**src/design/mmal_pkg.sv**
```systemverilog
// Package for the min/max auto-level block.
// Holds the operation codes and the result kind codes.
// No dependencies.
`default_nettype none

package mmal_pkg;

  typedef logic [1:0] op_t;

  localparam op_t OP_MEASURE = 2'd0;
  localparam op_t OP_REMAP   = 2'd1;
  localparam op_t OP_LOAD    = 2'd2;
  localparam op_t OP_NONE    = 2'd3;

  typedef logic [1:0] kind_t;

  localparam kind_t KIND_LEVEL = 2'd0;
  localparam kind_t KIND_PASS  = 2'd1;
  localparam kind_t KIND_ERROR = 2'd2;

endpackage

`default_nettype wire

```
**src/design/mmal_div.sv**
```systemverilog
// Restoring radix-2 divider for the auto-level block, one quotient bit per cycle.
// Requires dividend < divisor; returns the QUOT_BITS-bit fraction of their ratio.
// No package dependencies.
`default_nettype none

module mmal_div #(
  parameter int OPER_BITS = 16,
  parameter int QUOT_BITS = 16
) (
  input  wire                  clk,
  input  wire                  rst,
  input  wire                  start,
  input  wire [OPER_BITS-1:0]  dividend,
  input  wire [OPER_BITS-1:0]  divisor,
  output logic                 done,
  output logic [QUOT_BITS-1:0] quotient
);

  localparam int CNT_W = $clog2(QUOT_BITS + 1);

  logic [OPER_BITS-1:0] rem;
  logic [OPER_BITS-1:0] div_r;
  logic [CNT_W-1:0]     cnt;
  logic                 busy;
  logic [OPER_BITS:0]   shifted;
  logic [OPER_BITS:0]   trial;
  logic                 fits;

  assign shifted = {rem, 1'b0};
  assign trial   = shifted - {1'b0, div_r};
  assign fits    = shifted >= {1'b0, div_r};

  always_ff @(posedge clk) begin
    if (rst) begin
      busy <= 1'b0;
      done <= 1'b0;
      cnt  <= '0;
    end else begin
      done <= 1'b0;
      if (start) begin
        busy <= 1'b1;
        cnt  <= CNT_W'(QUOT_BITS);
      end else if (busy) begin
        cnt <= cnt - 1'b1;
        if (cnt == CNT_W'(1)) begin
          busy <= 1'b0;
          done <= 1'b1;
        end
      end
    end
  end

  always_ff @(posedge clk) begin
    if (start) begin
      rem      <= dividend;
      div_r    <= divisor;
      quotient <= '0;
    end else if (busy) begin
      rem      <= fits ? trial[OPER_BITS-1:0] : shifted[OPER_BITS-1:0];
      quotient <= {quotient[QUOT_BITS-2:0], fits};
    end
  end

endmodule

`default_nettype wire

```
**src/design/min_max_auto_level.sv**
```systemverilog
// Min/max auto-level: measure, load range, remap to Q.FRACTION_BITS (or bipolar).
// Measure, load and unused operations: one pass through the execute state, then ready again.
// Remap: divided case passes through the execute, bit-serial divider and output states;
// clamped, pass-through and error cases go from execute straight to the output state.
// Synchronous reset clears the range (invalid), bipolar_mode and the output valid.
`default_nettype none

module min_max_auto_level #(
  parameter int SAMPLE_BITS   = 16,
  parameter int FRACTION_BITS = 16
) (
  input  wire clk,
  input  wire rst,

  input  wire cfg_we,
  input  wire cfg_wdata,

  input  wire                                       s_tvalid,
  output logic                                      s_tready,
  // sample, range_low, range_high
  input  wire [((3*SAMPLE_BITS+7)/8)*8-1:0]         s_tdata,
  // operation[1:0], first
  input  wire [2:0]                                 s_tuser,

  output logic                                      m_tvalid,
  input  wire                                       m_tready,
  // level
  output logic [((FRACTION_BITS+2+7)/8)*8-1:0]      m_tdata,
  // passed_through, status
  output logic [1:0]                                m_tuser
);

  localparam int SB    = SAMPLE_BITS;
  localparam int FB    = FRACTION_BITS;
  localparam int LB    = FRACTION_BITS + 2;
  localparam int OUT_W = ((LB + 7) / 8) * 8;
  localparam int EXT_W = (SB > LB) ? SB : LB;

  localparam logic [2:0] ST_IDLE = 3'd0;
  localparam logic [2:0] ST_EXEC = 3'd1;
  localparam logic [2:0] ST_DIV  = 3'd2;
  localparam logic [2:0] ST_OUT  = 3'd3;

  logic [2:0] state;

  logic                   bipolar_mode;
  logic signed [SB-1:0]   range_min;
  logic signed [SB-1:0]   range_max;
  logic                   range_valid;

  mmal_pkg::op_t          op_r;
  logic signed [SB-1:0]   sample_r;
  logic                   first_r;
  logic signed [SB-1:0]   low_r;
  logic signed [SB-1:0]   high_r;

  mmal_pkg::kind_t        res_kind;
  logic [FB:0]            res_n;

  logic [SB-1:0]          diff;
  logic [SB-1:0]          span;
  logic                   div_start;
  logic                   div_done;
  logic [FB-1:0]          div_quot;
  logic                   out_load;

  logic signed [EXT_W-1:0] sample_ext;
  logic [LB-1:0]           level;

  // differences are nonnegative and below 2**SB when the divider runs
  assign s_tready   = (state == ST_IDLE);
  assign diff       = sample_r - range_min;
  assign span       = range_max - range_min;
  assign sample_ext = EXT_W'(sample_r);
  assign out_load   = (state == ST_OUT) && (!m_tvalid || m_tready);

  assign div_start = (state == ST_EXEC) && (op_r == mmal_pkg::OP_REMAP) && range_valid &&
                     (range_max != range_min) && (sample_r > range_min) &&
                     (sample_r < range_max);

  mmal_div #(
    .OPER_BITS (SB),
    .QUOT_BITS (FB)
  ) u_div (
    .clk      (clk),
    .rst      (rst),
    .start    (div_start),
    .dividend (diff),
    .divisor  (span),
    .done     (div_done),
    .quotient (div_quot)
  );

  always_comb begin
    case (res_kind)
      mmal_pkg::KIND_PASS:  level = sample_ext[LB-1:0];
      mmal_pkg::KIND_ERROR: level = '0;
      default: begin
        if (bipolar_mode) begin
          level = {res_n, 1'b0} - (LB'(1) << FB);
        end else begin
          level = LB'(res_n);
        end
      end
    endcase
  end

  always_ff @(posedge clk) begin
    if (s_tvalid && s_tready) begin
      op_r     <= s_tuser[1:0];
      first_r  <= s_tuser[2];
      sample_r <= s_tdata[SB-1:0];
      low_r    <= s_tdata[2*SB-1:SB];
      high_r   <= s_tdata[3*SB-1:2*SB];
    end
  end

  always_ff @(posedge clk) begin
    if (rst) begin
      state        <= ST_IDLE;
      bipolar_mode <= 1'b0;
      range_min    <= '0;
      range_max    <= '0;
      range_valid  <= 1'b0;
      m_tvalid     <= 1'b0;
      res_kind     <= mmal_pkg::KIND_LEVEL;
    end else begin
      if (cfg_we) begin
        bipolar_mode <= cfg_wdata;
      end
      if (out_load) begin
        m_tvalid <= 1'b1;
      end else if (m_tvalid && m_tready) begin
        m_tvalid <= 1'b0;
      end
      case (state)
        ST_IDLE: begin
          if (s_tvalid) begin
            state <= ST_EXEC;
          end
        end
        ST_EXEC: begin
          case (op_r)
            mmal_pkg::OP_MEASURE: begin
              state <= ST_IDLE;
              if (first_r || !range_valid) begin
                range_min   <= sample_r;
                range_max   <= sample_r;
                range_valid <= 1'b1;
              end else begin
                if (sample_r < range_min) range_min <= sample_r;
                if (sample_r > range_max) range_max <= sample_r;
              end
            end
            mmal_pkg::OP_LOAD: begin
              state       <= ST_IDLE;
              range_min   <= low_r;
              range_max   <= high_r;
              range_valid <= (high_r >= low_r);
            end
            mmal_pkg::OP_REMAP: begin
              if (!range_valid) begin
                res_kind <= mmal_pkg::KIND_ERROR;
                state    <= ST_OUT;
              end else if (range_max == range_min) begin
                res_kind <= mmal_pkg::KIND_PASS;
                state    <= ST_OUT;
              end else if (sample_r <= range_min) begin
                res_kind <= mmal_pkg::KIND_LEVEL;
                res_n    <= '0;
                state    <= ST_OUT;
              end else if (sample_r >= range_max) begin
                res_kind <= mmal_pkg::KIND_LEVEL;
                res_n    <= (FB+1)'(1) << FB;
                state    <= ST_OUT;
              end else begin
                res_kind <= mmal_pkg::KIND_LEVEL;
                state    <= ST_DIV;
              end
            end
            default: begin
              state <= ST_IDLE;
            end
          endcase
        end
        ST_DIV: begin
          if (div_done) begin
            res_n <= {1'b0, div_quot};
            state <= ST_OUT;
          end
        end
        ST_OUT: begin
          if (out_load) begin
            m_tdata  <= OUT_W'(level);
            m_tuser  <= {res_kind == mmal_pkg::KIND_ERROR, res_kind == mmal_pkg::KIND_PASS};
            state    <= ST_IDLE;
          end
        end
        default: state <= ST_IDLE;
      endcase
    end
  end

endmodule

`default_nettype wire
```
**config.mk**
```make
export PLATFORM = sky130hd
export DESIGN_NAME = min_max_auto_level
export DESIGN_NICKNAME = d
export VERILOG_FILES = /design/src/design/mmal_pkg.sv /design/src/design/mmal_div.sv /design/src/design/min_max_auto_level.sv
export SDC_FILE = /design/constraint.sdc
export NUM_CORES = 1
export LEC_CHECK = 0
export ABC_AREA = 1
export BUFFER_PORTS_ARGS = -buffer_cell sky130_fd_sc_hd__buf_4
export CAP_MARGIN = 20
export CELL_PAD_IN_SITES_DETAIL_PLACEMENT = 0
export CELL_PAD_IN_SITES_GLOBAL_PLACEMENT = 1
export CORE_MARGIN = 1
export CORE_UTILIZATION = 51
export CTS_BUF_LIST = sky130_fd_sc_hd__clkbuf_4
export DETAILED_ROUTE_END_ITERATION = 16
export HOLD_SLACK_MARGIN = 0.02
export PLACE_DENSITY = 0.9
export SYNTH_ARGS = -nofsm -noshare
export SYNTH_HDL_FRONTEND = slang
export SYNTH_SLANG_ARGS = --single-unit
```
**constraint.sdc**
```tcl
create_clock -name clk -period 5 [get_ports clk]
set_input_delay 0.25 -clock clk [delete_from_list [all_inputs] [get_ports clk]]
set_output_delay 0.25 -clock clk [all_outputs]
set_load 0.05 [all_outputs]
```
==> results of run 1 <==
==> synthesized netlist by cell type (all sizes together) (5+ instances only) <==
cell type  instances  area (um^2)
nor3               7         40.0
ha                83         1040
dfxtp             62         1240
o21ai             99          503
xnor2             16          140
o211ai             7         62.6
inv              179          672
xor2              23          201
a21oi             67          339
clkbuf            13         50.0
nand3             69          350
nor2             143          539
edfxtp           120         3600
o21bai             7         52.6
buf               21          154
nand4              6         37.5
o221ai            16          140
nand2            240          911
a31oi              5         37.5
==> power by group <==
| part | total, mW | internal (mW) | switching, mW |
|---|---|---|---|
| Clock | 0.834 | 0.236 | 0.598 |
| Combinational | 1.68 | 0.603 | 1.08 |
| Sequential | 2.00 | 1.87 | 0.125 |
| Total | 4.51 | 2.71 | 1.80 |
==> cell families after synthesis <==
kind of cell               count (synthesis)  synth area share (%)
DFF                                      182                  46.7
xor gates and xnor gates                  39                  3.29
AOI/OAI and AO/OA                        218                  12.3
adders and majority gates                 86                  10.6
other                                      1                0.0361
and+or+nand+nor                          473                  18.6
buffers and inverters                    214                  8.48
==> per-layer routing <==
metal	global-route usage (%)	wire length [um]	vias up
met3	3.48	1010	41
met5	0	0	-
met2	41.5	11700	204
li1	-	-	4311
met4	9.03	638	0
met1	35.5	12100	3838
==> sequential cells by signal, summed over array words and instances (netlist names), 5 cells and up <==
signal / count
high_r: 16
u_div.cnt: 5
u_div.div_r: 16
low_r: 16
range_min: 16
u_div.quotient: 16
u_div.rem: 16
range_max: 16
m_tdata: 18
res_n: 17
sample_r: 16
==> layout make-up <==
class                           count  share of cell area (%)
Antenna cell                        2                  0.0415
Multi-Input combinational cell    822                    38.8
Clock buffer                       17                    1.06
Timing Repair Buffer              144                    10.2
Clock inverter                     15                    1.41
Inverter                          180                    5.60
Sequential cell                   182                    40.2
Tap cell                          265                    2.75
==> worst register-to-register path, delay by kind of cell, from the launching register on <==
kind / cells / cell delay, ns
AOI/OAI and AO/OA: 1 / 0.23
DFF: 1 / 0.61
and+or+nand+nor: 9 / 1.69
adders and majority gates: 1 / 0.45
buffers and inverters: 1 / 0.05
==> final timing paths <==
check | end | from | cells after the start | slack [ns]
min reg2reg | u_div.quotient[13] | u_div.quotient[12] | 2 | 0.47
max | u_div.rem[9] | sample_r[15] | 12 | 1.61
max reg2reg | u_div.rem[9] | sample_r[15] | 12 | 1.61
min | sample_r[10] | s_tdata[10] | 2 | 0.36
==> metrics by stage <==
stage	hold WS (ns)	worst slack [ns]
floorplan	0.328	1.22
global placement	0.429	1.73
detailed placement	0.429	1.65
CTS	0.319	1.62
global route	0.319	1.33
finish	0.357	1.61
==> summary.txt, run 1 <==
GRT
  • Largest net degree at the start of global routing: 52
  • Total grt overflow: 0
  • All-Layer GR Usage: 25.8%
  • First-pass GRT wire length: 40500 um
  • Number of global-route vias before repair: 8101
  • Initial antenna violation count: 1

Placed design
  • Placed cell area: 11200 um^2
  • GP Congestion: 0.937
  • Dpl cells: 1535
  • DP HPWL: 19000 um
  • IO buf count: 78

STA
  • Fin crit period: 3.39 ns
  • Final hold violations: 0
  • Max-Slew Margin vs Limit: 35.8%
  • Slew @ Worst Pin: 0.962 ns
  • RSZ-0062 raised after global routing: false
  • Period utilization: 67.7%
  • Fmax: 0.295 GHz
  • Max Clock Skew: 0.0348 ns
  • Final Max Tran Viols: 0
  • Setup total negative slack: 0 ns
  • Final setup violation count: 0

Clock tree
  • CTS root buf: clkbuf_4
  • Total CTS buffers: 17
  • # clock sinks: 182
  • CTS tree: built
  • Post-CTS Hold Buffers: 58
  • Clock Latency Late Sink: 0.60 ns
  • CTS clk-pin slew, worst paths: 0.17 ns
  • # Post-CTS Setup Buffers: 0
  • CTS H-tree lvls: 4
  • Worst-case clock buffer depth: 2
  • # resized after CTS: 0

Drt
  • DR vias: 8394
  • 1st-pass router iterations: 5
  • Antenna-violating nets left: 0
  • DRT iter0 DRCs: 599
  • WL per Instance: 15.6 um
  • Via density: 5.16
  • Total Wirelength: 25400 um
  • Drt drc: 0

Die
  • Core ar.: 19700 um^2
  • Num ports: 85
  • Chip Height: 145 um
  • Horiz. Die Dim: 145 um
  • Effective utilization at floorplan: 52.6%
  • Die area: 20900 um^2
  • Cell Rows: 51

Layout
  • Non-filler cells, final: 1627
  • Final Util: 61.2%
  • Area Overhead vs Synth: 16.3%
  • Register area: 4840 um^2
  • Multi-input combinational cell area: 4680 um^2
  • Commonest non-fill, non-tap cell in the layout: nand2_1
  • Fillers: 1708
  • Commonest non-fill, non-tap cells in the layout: nand2_1 (236), inv_1 (176), nor2_1 (141)
  • Share of cells above drive strength 1: 10.3%
  • Post-route cell area: 12100 um^2
  • Final nets: 1490

Synthesis
  • YS warnings: 0
  • Number of synthesized flops with an enable pin: 120
  • Post-Synthesis Cells: 1213
  • Top FF cell, synth: edfxtp_1
  • Mean Syn Cell Area: 8.55 um^2
  • FFs w/ async S/R, synth: 0%
  • Cell area after synthesis: 10400 um^2
  • Register area share after synthesis: 46.7%
  • #FFs+latches synth: 182
  • Cell variety after synth: 49

Job
  • Max cap viols: 0

Critical path
  • Crit Path Category: reg -> reg
  • Crit Path Max Fanout: 32
  • WP data required: 5.22 ns
  • Crit path max-delay family: simple AND/OR/NAND/NOR gates
  • CP endpoint kind: flip-flop
  • Worst Setup Start Kind: flip-flop
  • CP Data Arrival Time: 3.61 ns
  • CP max stage cell: nand2_2
  • Worst path buffer plus inverter count: 1
  • Crit-path cells: ha_1, nand2_1, inv_1, nand2_1, nand2_1, a21oi_1, nand2_1, nand2_1, nand3_2, nor2_2, nand2_2, nand2_2
  • CP peak stage delay: 0.67 ns
  • Cell repeated most along the worst path: nand2_1

Power and ir drop
  • Lkg Pwr: 5.40 nW
  • Cell Pwr Density: 374 nW/um^2
  • Worst vdd ir: 0.215 mV
  • Power, Total: 4.51 mW

Hold path
  • Hold Crit Class: in -> reg

Outcome
  • Status: complete, no violations
Note: power is estimated with default switching activity, not from simulation.
==> run 2, diff against run 1 <==
--- a/config.mk
+++ b/config.mk
@@ -11,11 +11,11 @@
 export CELL_PAD_IN_SITES_DETAIL_PLACEMENT = 0
 export CELL_PAD_IN_SITES_GLOBAL_PLACEMENT = 1
 export CORE_MARGIN = 1
-export CORE_UTILIZATION = 51
+export CORE_UTILIZATION = 43
 export CTS_BUF_LIST = sky130_fd_sc_hd__clkbuf_4
 export DETAILED_ROUTE_END_ITERATION = 16
 export HOLD_SLACK_MARGIN = 0.02
-export PLACE_DENSITY = 0.9
+export PLACE_DENSITY = 0.81
 export SYNTH_ARGS = -nofsm -noshare
 export SYNTH_HDL_FRONTEND = slang
 export SYNTH_SLANG_ARGS = --single-unit
==> constraint.sdc (replaced) <==
create_clock -name clk -period 2.8 [get_ports clk]
set_input_delay 0.14 -clock clk [delete_from_list [all_inputs] [get_ports clk]]
set_output_delay 0.14 -clock clk [all_outputs]
set_load 0.05 [all_outputs]
==> run 2 against run 1 <==
  * Hold slack got worse by 0.12 ns
  * Combinational power grew 91%
  * Non-clock buffer count increased by 39
  * Die area increased by 18%
  * Flip-flop and latch count did not move
  * Sequential share of layout area down 1.8 points
  * Global-route usage decreased by 2.9 points
  * Largest power group unchanged
==> summary.txt, run 2 (synthesized netlist as in run 1, its figures left out) <==
Layout
  • Max reg flops: 18
  • Post-route cell area: 12600 um^2
  • Largest Register: m_tdata
  • Top Registers: m_tdata: 18 flops, res_n: 17 flops
  • Area Overhead vs Synth: 21.7%
  • Fillers: 2212
  • Final nets: 1529
  • Commonest non-fill, non-tap cells in the layout: nand2_1 (235), inv_1 (176), nor2_1 (140)
  • Share of cells above drive strength 1: 13.4%
  • Commonest non-fill, non-tap cell in the layout: nand2_1

Clock tree
  • CTS clk-pin slew, worst paths: 0.19 ns
  • Total CTS buffers: 17
  • Worst-case clock buffer depth: 2
  • CTS H-tree lvls: 4
  • CTS root buf: clkbuf_4
  • CTS tree: built
  • Clock Latency Late Sink: 0.61 ns
  • # clock sinks: 182

Critical path
  • Worst Setup Start Kind: flip-flop
  • CP endpoint kind: flip-flop
  • CP Data Arrival Time: 3.00 ns
  • Crit Path Category: reg -> reg
  • Crit Path Max Fanout: 8
  • WP data required: 3.14 ns

Drt
  • DRT iter0 DRCs: 460
  • Drt drc: 0
  • Via density: 4.95
  • 1st-pass router iterations: 5
  • Antenna-violating nets left: 0
  • WL per Instance: 15.7 um
  • DR vias: 8532
  • Total Wirelength: 27100 um

Placed design
  • Placement Setup Slack: 0.133 ns
  • IO buf count: 78
  • GP Congestion: 0.867
  • DP HPWL: 20500 um
  • Placed cell area: 11600 um^2

Power and ir drop
  • Lkg Pwr: 5.65 nW
  • Power, Total: 8.48 mW
  • Cell Pwr Density: 671 nW/um^2
  • Worst vdd ir: 0.322 mV

STA
  • Slew @ Worst Pin: 0.905 ns
  • Final setup violation count: 0
  • Final Max Tran Viols: 0
  • Period utilization: 95.0%
  • Max Clock Skew: 0.0422 ns
  • Fin crit period: 2.66 ns
  • Final hold violations: 0
  • Max-Slew Margin vs Limit: 39.2%
  • Fmax: 0.376 GHz
  • Setup total negative slack: 0 ns
  • Slack of the critical path: 0.141 ns

Job
  • Max cap viols: 0

Die
  • Cell Rows: 56
  • Horiz. Die Dim: 157 um
  • Core ar.: 23500 um^2
  • Num ports: 85
  • Die area: 24800 um^2
  • Chip Height: 157 um
  • Effective utilization at floorplan: 44.1%

GRT
  • First-pass GRT wire length: 43000 um
  • Largest net degree at the start of global routing: 52
  • All-Layer GR Usage: 22.9%
  • Initial antenna violation count: 1
  • Total grt overflow: 0
  • Number of global-route vias before repair: 8319

Hold path
  • Hold Crit Class: in -> reg

Outcome
  • Status: complete, no violations
==> run 2: path summary, 6_finish.rpt <==
check,startpoint,endpoint,slack (ns),depth (start not counted)
setup / recovery,sample_r[13],res_n[0],0.14,13
hold / removal,s_tuser[0],op_r[0],0.24,2
setup reg to reg,sample_r[13],res_n[0],0.14,13
hold reg to reg,u_div.quotient[6],u_div.quotient[7],0.47,2
==> run 2: area by class of cell <==
cell class	count	area, um^2	share of cell area [%]
inverter	180	676	5.35
sequential	182	4850	38.4
timing repair buffer	183	1620	12.8
clock buffer	17	128	1.01
multi-input combinational	822	4720	37.4
antenna	5	12.5	0.0991
clock inverter	15	223	1.76
tap	319	399	3.16
==> run 2: critical path: stages (launching register included) <==
cell       delay [ns]
edfxtp_1         0.47
buf_4            0.17
ha_1             0.36
nand2_1          0.16
nor3_2           0.25
nand2_2          0.08
nand2_1          0.06
nand2_1          0.09
nand3_4          0.10
nor2_1           0.08
a21oi_2          0.11
nor2_1           0.07
nor2_4           0.20
clkbuf_16        0.20
==> run 2: metal layers <==
layer  GRT usage (%)  up-vias  wire length, um
met1            31.4     3907            13000
li1                -     4382                -
met2            36.6      206            12300
met3            3.44       37             1090
met4            8.41        0              699
met5               0        -                0
==> run 2: report_power, final <==
part	leakage, nW	switching [mW]	total [mW]	internal, mW
Sequential	1.62	0.214	3.56	3.35
Clock	0.178	1.10	1.70	0.599
Combinational	3.85	2.00	3.21	1.21
Total	5.65	3.32	8.48	5.16
==> run 2: timing repair <==
item | in CTS | in global routing
setup buffers | 0 | 8
endpoints found under the setup margin | 0 | 31
hold endpoints to repair | 64 | 0
gates resized for setup | 0 | 10
hold buffers | 57 | 0
==> run 2: metrics by stage <==
stage | util, % | instances | hold WS (ns)
floorplan | - | 1218 | 0.218
global placement | 49.1 | 1620 | 0.319
detailed placement | 49.1 | 1620 | 0.319
CTS | 53.1 | 1709 | 0.188
global route | 53.6 | 1723 | 0.192
finish | 53.6 | 1723 | 0.235
